$ cat src/rtl/core/iqs_pkg.sv
// Package for the iterative quicksort block: data width, default store size
// and the controller state encoding. No dependencies.
package iqs_pkg;

  localparam int unsigned DATA_W        = 32;
  localparam int unsigned MAX_ELEMS_DEF = 64;

  // Controller states.
  typedef enum logic [3:0] {
    S_IDLE,
    S_START,
    S_POP,
    S_RANGE,
    S_PIVOT,
    S_RDJ,
    S_CMP,
    S_SW1,
    S_SW2,
    S_FRD,
    S_FW1,
    S_FW2,
    S_PUSHL,
    S_PUSHR,
    S_EMRD,
    S_EMLD
  } iqs_state_e;

endpackage

$ cat src/rtl/core/iterative_quicksort.sv
// Top level of the iterative quicksort block: element store, range stack
// and controller. Depends on iqs_pkg, iqs_store, iqs_stack and iqs_ctrl.
//
//   Channel  Direction  Handshake                 Beat payload
//   input    in         in_valid_i / in_stall_o   value_i, last_i
//   output   out        out_valid_o / out_stall_i sorted_value_o, last_res_o,
//                                                  truncated_o
//
// Loading accepts one beat per cycle while the input is not stalled. After the
// last beat the sort runs in the element store, paced by its one read port and
// one write port. Each result is then read from the store and loaded into the
// output register; the read waits while an untaken result is still held there.
// Reset clears the controller only; the memories need no clearing pass.
// The input is stalled from the last beat until the final result is loaded.
module iterative_quicksort #(
  parameter int unsigned MAX_ELEMS = iqs_pkg::MAX_ELEMS_DEF
) (
  input  logic                       clk_i,
  input  logic                       rst_ni,
  input  logic                       in_valid_i,
  output logic                       in_stall_o,
  input  logic signed [iqs_pkg::DATA_W-1:0] value_i,
  input  logic                       last_i,
  output logic                       out_valid_o,
  input  logic                       out_stall_i,
  output logic signed [iqs_pkg::DATA_W-1:0] sorted_value_o,
  output logic                       last_res_o,
  output logic                       truncated_o
);

  localparam int unsigned IDX_W = $clog2(MAX_ELEMS);
  localparam int unsigned CNT_W = $clog2(MAX_ELEMS + 1);

  logic                       st_we;
  logic [IDX_W-1:0]           st_waddr;
  logic [iqs_pkg::DATA_W-1:0] st_wdata;
  logic [IDX_W-1:0]           st_raddr;
  logic [iqs_pkg::DATA_W-1:0] st_rdata;
  logic                       sk_we;
  logic [IDX_W-1:0]           sk_waddr;
  logic [2*IDX_W-1:0]         sk_wdata;
  logic [IDX_W-1:0]           sk_raddr;
  logic [2*IDX_W-1:0]         sk_rdata;
  logic [iqs_pkg::DATA_W-1:0] out_data;

  // Element store.
  iqs_store #(
    .DEPTH (MAX_ELEMS),
    .AW    (IDX_W)
  ) u_store (
    .clk_i   (clk_i),
    .we_i    (st_we),
    .waddr_i (st_waddr),
    .wdata_i (st_wdata),
    .raddr_i (st_raddr),
    .rdata_o (st_rdata)
  );

  // Range stack.
  iqs_stack #(
    .DEPTH (MAX_ELEMS),
    .AW    (IDX_W),
    .DW    (2 * IDX_W)
  ) u_stack (
    .clk_i   (clk_i),
    .we_i    (sk_we),
    .waddr_i (sk_waddr),
    .wdata_i (sk_wdata),
    .raddr_i (sk_raddr),
    .rdata_o (sk_rdata)
  );

  // Controller.
  iqs_ctrl #(
    .MAX_ELEMS (MAX_ELEMS),
    .IDX_W     (IDX_W),
    .CNT_W     (CNT_W)
  ) u_ctrl (
    .clk_i          (clk_i),
    .rst_ni         (rst_ni),
    .in_valid_i     (in_valid_i),
    .in_stall_o     (in_stall_o),
    .value_i        (value_i),
    .last_i         (last_i),
    .out_valid_o    (out_valid_o),
    .out_stall_i    (out_stall_i),
    .sorted_value_o (out_data),
    .last_res_o     (last_res_o),
    .truncated_o    (truncated_o),
    .st_we_o        (st_we),
    .st_waddr_o     (st_waddr),
    .st_wdata_o     (st_wdata),
    .st_raddr_o     (st_raddr),
    .st_rdata_i     (st_rdata),
    .sk_we_o        (sk_we),
    .sk_waddr_o     (sk_waddr),
    .sk_wdata_o     (sk_wdata),
    .sk_raddr_o     (sk_raddr),
    .sk_rdata_i     (sk_rdata)
  );

  assign sorted_value_o = $signed(out_data);

endmodule

$ cat src/rtl/core/iqs_store.sv
// Element store: one write port and one read port with a registered read.
// Depends on iqs_pkg for the data width.
module iqs_store #(
  parameter int unsigned DEPTH = iqs_pkg::MAX_ELEMS_DEF,
  parameter int unsigned AW    = $clog2(DEPTH)
) (
  input  logic                       clk_i,
  input  logic                       we_i,
  input  logic [AW-1:0]              waddr_i,
  input  logic [iqs_pkg::DATA_W-1:0] wdata_i,
  input  logic [AW-1:0]              raddr_i,
  output logic [iqs_pkg::DATA_W-1:0] rdata_o
);

  logic [iqs_pkg::DATA_W-1:0] mem_q [DEPTH];
  logic [iqs_pkg::DATA_W-1:0] rdata_q;

  // Write port.
  always_ff @(posedge clk_i) begin
    if (we_i) begin
      mem_q[waddr_i] <= wdata_i;
    end
  end

  // Read port, registered.
  always_ff @(posedge clk_i) begin
    rdata_q <= mem_q[raddr_i];
  end

  assign rdata_o = rdata_q;

endmodule

$ cat src/rtl/core/iqs_stack.sv
// Range stack memory: holds pending (low, high) index pairs, one per entry.
// Registered read; depends on iqs_pkg for the default depth.
module iqs_stack #(
  parameter int unsigned DEPTH = iqs_pkg::MAX_ELEMS_DEF,
  parameter int unsigned AW    = $clog2(DEPTH),
  parameter int unsigned DW    = 2 * AW
) (
  input  logic          clk_i,
  input  logic          we_i,
  input  logic [AW-1:0] waddr_i,
  input  logic [DW-1:0] wdata_i,
  input  logic [AW-1:0] raddr_i,
  output logic [DW-1:0] rdata_o
);

  logic [DW-1:0] mem_q [DEPTH];
  logic [DW-1:0] rdata_q;

  // Push writes one pair.
  always_ff @(posedge clk_i) begin
    if (we_i) begin
      mem_q[waddr_i] <= wdata_i;
    end
  end

  // Pop reads one pair, available the next cycle.
  always_ff @(posedge clk_i) begin
    rdata_q <= mem_q[raddr_i];
  end

  assign rdata_o = rdata_q;

endmodule

$ cat src/rtl/core/iqs_ctrl.sv
// Sort controller: loads the batch, runs Lomuto partitioning through the
// element store and range stack, then emits results. Depends on iqs_pkg.
module iqs_ctrl #(
  parameter int unsigned MAX_ELEMS = iqs_pkg::MAX_ELEMS_DEF,
  parameter int unsigned IDX_W     = $clog2(MAX_ELEMS),
  parameter int unsigned CNT_W     = $clog2(MAX_ELEMS + 1)
) (
  input  logic                       clk_i,
  input  logic                       rst_ni,
  // Input channel.
  input  logic                       in_valid_i,
  output logic                       in_stall_o,
  input  logic [iqs_pkg::DATA_W-1:0] value_i,
  input  logic                       last_i,
  // Output channel.
  output logic                       out_valid_o,
  input  logic                       out_stall_i,
  output logic [iqs_pkg::DATA_W-1:0] sorted_value_o,
  output logic                       last_res_o,
  output logic                       truncated_o,
  // Element store port.
  output logic                       st_we_o,
  output logic [IDX_W-1:0]           st_waddr_o,
  output logic [iqs_pkg::DATA_W-1:0] st_wdata_o,
  output logic [IDX_W-1:0]           st_raddr_o,
  input  logic [iqs_pkg::DATA_W-1:0] st_rdata_i,
  // Range stack port.
  output logic                       sk_we_o,
  output logic [IDX_W-1:0]           sk_waddr_o,
  output logic [2*IDX_W-1:0]         sk_wdata_o,
  output logic [IDX_W-1:0]           sk_raddr_o,
  input  logic [2*IDX_W-1:0]         sk_rdata_i
);

  iqs_pkg::iqs_state_e state_q, state_d;

  logic [CNT_W-1:0]           cnt_q, cnt_d;
  logic                       ovf_q, ovf_d;
  logic [CNT_W-1:0]           sp_q, sp_d;
  logic [IDX_W-1:0]           lo_q, lo_d, hi_q, hi_d;
  logic [IDX_W-1:0]           j_q, j_d, k_q, k_d, e_q, e_d;
  logic [iqs_pkg::DATA_W-1:0] pivot_q, pivot_d, tmp_q, tmp_d;
  logic                       ov_q, ov_d, ol_q, ol_d, ot_q, ot_d;
  logic [iqs_pkg::DATA_W-1:0] od_q, od_d;

  logic             in_beat;
  logic             out_free;
  logic             le_pivot;
  logic             j_end;
  logic             push_l;
  logic             push_r;
  logic             e_last;
  logic [IDX_W-1:0] pop_lo;
  logic [IDX_W-1:0] pop_hi;

  // Shared conditions.
  assign in_stall_o = (state_q != iqs_pkg::S_IDLE);
  assign in_beat    = in_valid_i && !in_stall_o;
  assign out_free   = !ov_q || !out_stall_i;
  assign le_pivot   = $signed(st_rdata_i) <= $signed(pivot_q);
  assign j_end      = (CNT_W'(j_q) + CNT_W'(1)) == CNT_W'(hi_q);
  assign push_l     = CNT_W'(k_q) > (CNT_W'(lo_q) + CNT_W'(1));
  assign push_r     = (CNT_W'(k_q) + CNT_W'(1)) < CNT_W'(hi_q);
  assign e_last     = CNT_W'(e_q) == (cnt_q - CNT_W'(1));
  assign pop_lo     = sk_rdata_i[2*IDX_W-1:IDX_W];
  assign pop_hi     = sk_rdata_i[IDX_W-1:0];

  // Next state.
  always_comb begin
    state_d = state_q;
    unique case (state_q)
      iqs_pkg::S_IDLE:  if (in_beat && last_i) state_d = iqs_pkg::S_START;
      iqs_pkg::S_START: state_d = (cnt_q < CNT_W'(2)) ? iqs_pkg::S_EMRD : iqs_pkg::S_POP;
      iqs_pkg::S_POP:   state_d = iqs_pkg::S_RANGE;
      iqs_pkg::S_RANGE: state_d = iqs_pkg::S_PIVOT;
      iqs_pkg::S_PIVOT: state_d = iqs_pkg::S_RDJ;
      iqs_pkg::S_RDJ:   state_d = iqs_pkg::S_CMP;
      iqs_pkg::S_CMP: begin
        if (le_pivot) begin
          state_d = iqs_pkg::S_SW1;
        end else begin
          state_d = j_end ? iqs_pkg::S_FRD : iqs_pkg::S_RDJ;
        end
      end
      iqs_pkg::S_SW1:   state_d = iqs_pkg::S_SW2;
      iqs_pkg::S_SW2:   state_d = j_end ? iqs_pkg::S_FRD : iqs_pkg::S_RDJ;
      iqs_pkg::S_FRD:   state_d = iqs_pkg::S_FW1;
      iqs_pkg::S_FW1:   state_d = iqs_pkg::S_FW2;
      iqs_pkg::S_FW2:   state_d = iqs_pkg::S_PUSHL;
      iqs_pkg::S_PUSHL: state_d = iqs_pkg::S_PUSHR;
      iqs_pkg::S_PUSHR: begin
        state_d = (sp_d == '0) ? iqs_pkg::S_EMRD : iqs_pkg::S_POP;
      end
      iqs_pkg::S_EMRD:  if (out_free) state_d = iqs_pkg::S_EMLD;
      iqs_pkg::S_EMLD:  state_d = e_last ? iqs_pkg::S_IDLE : iqs_pkg::S_EMRD;
      default:          state_d = iqs_pkg::S_IDLE;
    endcase
  end

  // Memory controls and datapath updates.
  always_comb begin
    cnt_d      = cnt_q;
    ovf_d      = ovf_q;
    sp_d       = sp_q;
    lo_d       = lo_q;
    hi_d       = hi_q;
    j_d        = j_q;
    k_d        = k_q;
    e_d        = e_q;
    pivot_d    = pivot_q;
    tmp_d      = tmp_q;
    ol_d       = ol_q;
    ot_d       = ot_q;
    od_d       = od_q;
    st_we_o    = 1'b0;
    st_waddr_o = k_q;
    st_wdata_o = tmp_q;
    st_raddr_o = j_q;
    sk_we_o    = 1'b0;
    sk_waddr_o = sp_q[IDX_W-1:0];
    sk_wdata_o = {lo_q, hi_q};
    sk_raddr_o = IDX_W'(sp_q - CNT_W'(1));
    // A result leaves the output register when it is taken.
    ov_d       = ov_q && out_stall_i;

    unique case (state_q)
      iqs_pkg::S_IDLE: begin
        if (in_beat) begin
          if (cnt_q < CNT_W'(MAX_ELEMS)) begin
            st_we_o    = 1'b1;
            st_waddr_o = cnt_q[IDX_W-1:0];
            st_wdata_o = value_i;
            cnt_d      = cnt_q + CNT_W'(1);
          end else begin
            ovf_d = 1'b1;
          end
        end
      end
      // Seed the stack with the whole batch.
      iqs_pkg::S_START: begin
        if (cnt_q >= CNT_W'(2)) begin
          sk_we_o    = 1'b1;
          sk_waddr_o = '0;
          sk_wdata_o = {IDX_W'(0), IDX_W'(cnt_q - CNT_W'(1))};
          sp_d       = CNT_W'(1);
        end
        e_d = '0;
      end
      iqs_pkg::S_POP: begin
        sp_d = sp_q - CNT_W'(1);
      end
      // Range arrives from the stack; fetch the pivot at its high end.
      iqs_pkg::S_RANGE: begin
        lo_d       = pop_lo;
        hi_d       = pop_hi;
        st_raddr_o = pop_hi;
      end
      iqs_pkg::S_PIVOT: begin
        pivot_d = st_rdata_i;
        j_d     = lo_q;
        k_d     = lo_q;
      end
      iqs_pkg::S_RDJ: begin
        st_raddr_o = j_q;
      end
      // Element j is compared; a small one is swapped to slot k.
      iqs_pkg::S_CMP: begin
        if (le_pivot) begin
          tmp_d      = st_rdata_i;
          st_raddr_o = k_q;
        end else begin
          j_d = j_q + IDX_W'(1);
        end
      end
      iqs_pkg::S_SW1: begin
        st_we_o    = 1'b1;
        st_waddr_o = k_q;
        st_wdata_o = tmp_q;
        tmp_d      = st_rdata_i;
      end
      iqs_pkg::S_SW2: begin
        st_we_o    = 1'b1;
        st_waddr_o = j_q;
        st_wdata_o = tmp_q;
        j_d        = j_q + IDX_W'(1);
        k_d        = k_q + IDX_W'(1);
      end
      // Pivot moves to its final slot k.
      iqs_pkg::S_FRD: begin
        st_raddr_o = k_q;
      end
      iqs_pkg::S_FW1: begin
        st_we_o    = 1'b1;
        st_waddr_o = k_q;
        st_wdata_o = pivot_q;
        tmp_d      = st_rdata_i;
      end
      iqs_pkg::S_FW2: begin
        st_we_o    = 1'b1;
        st_waddr_o = hi_q;
        st_wdata_o = tmp_q;
      end
      // Push the sides that still hold two or more elements.
      iqs_pkg::S_PUSHL: begin
        if (push_l) begin
          sk_we_o    = 1'b1;
          sk_wdata_o = {lo_q, k_q - IDX_W'(1)};
          sp_d       = sp_q + CNT_W'(1);
        end
      end
      iqs_pkg::S_PUSHR: begin
        if (push_r) begin
          sk_we_o    = 1'b1;
          sk_wdata_o = {k_q + IDX_W'(1), hi_q};
          sp_d       = sp_q + CNT_W'(1);
        end
      end
      iqs_pkg::S_EMRD: begin
        st_raddr_o = e_q;
      end
      // Load one result; the last one also closes the batch.
      iqs_pkg::S_EMLD: begin
        ov_d = 1'b1;
        od_d = st_rdata_i;
        ol_d = e_last;
        ot_d = ovf_q;
        if (e_last) begin
          cnt_d = '0;
          ovf_d = 1'b0;
          sp_d  = '0;
          e_d   = '0;
        end else begin
          e_d = e_q + IDX_W'(1);
        end
      end
      default: begin
      end
    endcase
  end

  // Control registers.
  always_ff @(posedge clk_i or negedge rst_ni) begin
    if (!rst_ni) begin
      state_q <= iqs_pkg::S_IDLE;
      cnt_q   <= '0;
      ovf_q   <= 1'b0;
      sp_q    <= '0;
      e_q     <= '0;
      ov_q    <= 1'b0;
    end else begin
      state_q <= state_d;
      cnt_q   <= cnt_d;
      ovf_q   <= ovf_d;
      sp_q    <= sp_d;
      e_q     <= e_d;
      ov_q    <= ov_d;
    end
  end

  // Payload registers.
  always_ff @(posedge clk_i) begin
    lo_q    <= lo_d;
    hi_q    <= hi_d;
    j_q     <= j_d;
    k_q     <= k_d;
    pivot_q <= pivot_d;
    tmp_q   <= tmp_d;
    od_q    <= od_d;
    ol_q    <= ol_d;
    ot_q    <= ot_d;
  end

  assign out_valid_o    = ov_q;
  assign sorted_value_o = od_q;
  assign last_res_o     = ol_q;
  assign truncated_o    = ot_q;

endmodule

$ cat config.mk
export PLATFORM = sky130hd
export DESIGN_NAME = iterative_quicksort
export DESIGN_NICKNAME = d
export VERILOG_FILES = /design/src/rtl/core/iqs_pkg.sv /design/src/rtl/core/iterative_quicksort.sv /design/src/rtl/core/iqs_store.sv /design/src/rtl/core/iqs_stack.sv /design/src/rtl/core/iqs_ctrl.sv
export SDC_FILE = /design/constraint.sdc
export NUM_CORES = 2
export LEC_CHECK = 0
export BUFFER_PORTS_ARGS = -buffer_cell sky130_fd_sc_hd__buf_2
export CORE_MARGIN = 5
export CORE_UTILIZATION = 45
export CTS_CLUSTER_SIZE = 30
export DETAILED_ROUTE_END_ITERATION = 10
export GPL_TIMING_DRIVEN = 1
export PLACE_DENSITY = 0.64
export SETUP_SLACK_MARGIN = 0.5
export SLEW_MARGIN = 20
export SYNTH_ARGS = -nofsm -noshare
export SYNTH_HDL_FRONTEND = slang
export SYNTH_HIERARCHICAL = 1
export SYNTH_SLANG_ARGS = --single-unit
$ cat constraint.sdc
create_clock -name clk_i -period 5.25 [get_ports clk_i]
set_clock_uncertainty 0.1 [all_clocks]
set_input_delay 0.525 -clock clk_i [delete_from_list [all_inputs] [get_ports clk_i]]
set_output_delay 0.525 -clock clk_i [all_outputs]
set_load 0.02 [all_outputs]
==> flow_metrics.env <==
export IMPL_syn_cell_area_um2=117000
export IMPL_drc=0
export IMPL_syn2layout_area_growth_pct=19.7
export IMPL_drive_gt1_share_pct=34.3
export IMPL_placementRows=187
export IMPL_slew_viol_final=0
export IMPL_fillers=19393
export IMPL_ant_nets=0
export IMPL_clockRootBuffer="clkbuf_16"
export IMPL_vias=60466
export IMPL_rr_endpoint="u_store/rdata_o[26]"
export IMPL_synthTopCellsByCount="edfxtp_1, mux4_2, nor2_1"
export IMPL_setup_violations=0
export IMPL_gp_congestion=0.871
export IMPL_ys_seq_area_share_pct=76.7
export IMPL_r2r_start="u_ctrl/pivot_q[8]"
export IMPL_tns_ns=0
export IMPL_grt_setup_unrepaired="true"
export IMPL_grt_pass1_vias=60918
export IMPL_antenna_found_initial=11
export IMPL_stdcell_count=9907
export IMPL_synth_top_area_share_pct=75.4
export IMPL_grt_pass1_wl_um=448000
export IMPL_worstPathRequired_ns=5.98
export IMPL_p_leak_nw=45.1
export IMPL_grt_overflow=0
export IMPL_netlist_top_cell_by_area="edfxtp_1"
export IMPL_hold_path_class="in -> async"
export IMPL_clock_sinks=3008
export IMPL_setup_slack_ns=0.280
export IMPL_hold_violations=0
export IMPL_numCtsBuffers=321
export IMPL_grt_max_degree=101
export IMPL_tightestPinTransition_ns=1.11
export IMPL_die_area_um2=270000
export IMPL_worstRegToRegCells=23
export IMPL_fmax_mhz=201
export IMPL_critPathMaxFanout=11
export IMPL_core_um2=259000
export IMPL_path_class="reg -> reg"
export IMPL_p_per_area_nw_per_um2=705
export IMPL_hold_ws_ns=0.0890
export IMPL_min_period_over_period_pct=94.7
export IMPL_cts_max_level=5
export IMPL_cts_tree="yes"
export IMPL_nNetsFinal=6360
export IMPL_r2r_slack_ns=0.28
export IMPL_synth_seq_cells=3008
export IMPL_hpwl_um=187000
export IMPL_die_h_um=520
export IMPL_place_ws_ns=-1.00
export IMPL_fin_util_pct=54.0
export IMPL_critPathCaptureType="flip-flop"
export IMPL_synth_net_count=5556
export IMPL_drtIter0Drc=7207
export IMPL_outcome="complete, no violations"
export IMPL_die_x_um=520
export IMPL_synth_most_common_cell="edfxtp_1"
export IMPL_path_clk_slew_ns=0.06
export IMPL_synthTopCellsByArea="edfxtp_1, mux4_2, mux2i_1"
export IMPL_routedWlPerCell_um=31.7
export IMPL_viasPerCell=6.10
export IMPL_fin_crit_ns=4.97
export IMPL_cap_violations=0
export IMPL_async_flop_share_pct=0.864
export IMPL_place_port_buffers=72
export IMPL_yosysUniqueCellTypes=82
export IMPL_grt_usage_pct=22.9
export IMPL_slew_headroom_pct=26.0
export IMPL_synth_edff_count=2938
export IMPL_drt_pass1_iterations=5
export IMPL_ys_flop_type="edfxtp_1"
export IMPL_peakVddDrop_mv=0.498
export IMPL_syn_avg_cell_area_um2=21.4
export IMPL_clk_path_buf_depth=4
export IMPL_syn_inst=5467
export IMPL_pin_count=73
export IMPL_yosysWarnings=6
export IMPL_start_util_pct=45.1
export IMPL_arrival_ns=5.70
export IMPL_dp_cells=9197
export IMPL_totalWireLength_um=314000
export IMPL_cp_start_kind="flip-flop"
export IMPL_clk_latency_ns=0.97
critical path, cell delays in order (launching register included):
cell	delay, ns
edfxtp_1	0.35
inv_2	0.06
ha_4	0.32
nand4_1	0.20
a211oi_2	0.28
o31ai_4	0.14
a21boi_4	0.24
buf_6	0.14
nor2_2	0.04
mux2_4	0.33
a211oi_4	0.30
buf_6	0.16
buf_4	0.11
a221o_4	0.19
buf_12	0.16
buf_16	0.18
buf_4	0.16
or2_1	0.12
buf_4	0.26
o22ai_1	0.16
nor2_1	0.39
a21oi_2	0.14
buf_4	0.15
nor2_1	0.10
power breakdown:
part / internal, mW / switching [mW] / total, mW
clock: 12.9 / 8.94 / 21.8
sequential: 31.0 / 0.800 / 31.8
combinational: 20.6 / 24.5 / 45.1
metrics by stage:
stage / instance area, µm² / power [mW]
floorplan: 117000 / 55.4
global placement: 127000 / 71.6
detailed placement: 127000 / 72.1
CTS: 139000 / 96.5
global route: 140000 / 102
finish: 140000 / 98.7
cells by family after synthesis:
group / Yosys count / share of synthesized area, %
adder cells (fa/ha/maj): 52 / 0.556
AO/OA/AOI/OAI: 519 / 3.16
flip-flops: 3008 / 76.7
multiplexers: 864 / 15.3
XOR/XNOR: 39 / 0.304
buffers and inverters: 361 / 1.50
AND/OR/NAND/NOR: 624 / 2.49
worst max-delay path by stage:
stage / start / end / slack (ns) / cells past startpoint
2_1_floorplan: u_ctrl/k_q[1] / u_stack/mem_q[0][10] / 0.01 / 9
3_3_place_gp: u_store/rdata_o[23] / u_store/rdata_o[12] / -0.96 / 20
3_5_place_dp: u_store/rdata_o[23] / u_store/rdata_o[12] / -1.00 / 20
4_1_cts: u_ctrl/pivot_q[8] / u_store/rdata_o[31] / 0.46 / 20
5_1_grt: u_ctrl/pivot_q[8] / u_store/rdata_o[17] / 0.27 / 20
6_report: u_ctrl/pivot_q[8] / u_store/rdata_o[26] / 0.28 / 23
layout by cell type, fill, tap and decap left out, types with 72 or more instances in the layout:
cell and n:
buf_4 468, clkbuf_16 339, nor2_1 201, edfxtp_1 2938, mux2i_1 111, buf_12 150
a21oi_1 82, nand2_1 94, buf_2 72, o22ai_1 89, mux4_2 736
sequential cells by signal (all words and copies together), names as in the netlist, 7 cells and up:
| name | cells |
|---|---|
| u_ctrl/cnt_q | 7 |
| u_ctrl/pivot_q | 32 |
| u_ctrl/sorted_value_o | 32 |
| u_ctrl/sp_q | 7 |
| u_ctrl/tmp_q | 32 |
| u_stack/mem_q | 768 |
| u_stack/rdata_o | 12 |
| u_store/mem_q | 2048 |
| u_store/rdata_o | 32 |
metal layers:
layer  track usage (%)  vias to the layer above  wire length [µm]
met2              38.2                     2999            156000
met5                 0                        -                 0
met4              8.87                        0             13700
li1                  -                    24642                 -
met1              30.4                    32171            119000
met3              3.74                      654             25100
repair_timing:
action | CTS | global route
gates resized for setup | 152 | 111
buffers inserted | 48 | 77
endpoints found under the setup margin | 44 | 191
hold endpoints to repair | 29 | 0
gates cloned | 12 | 11
hold buffers | 5 | 0
pin swaps | 29 | 45
area by class of cell:
| type | instances | area [µm²] | share of cell area (%) |
|---|---|---|---|
| repair buffers | 785 | 8660 | 6.18 |
| clock inverters | 150 | 1430 | 1.02 |
| inverters | 57 | 226 | 0.162 |
| flip-flops and latches | 3008 | 89800 | 64.1 |
| clock buffers | 406 | 8600 | 6.14 |
| multi-input cells | 2098 | 27100 | 19.3 |
| diodes | 1 | 2.50 | 0.00179 |
| well taps | 3402 | 4260 | 3.04 |
(Power assumes the default switching activity.)
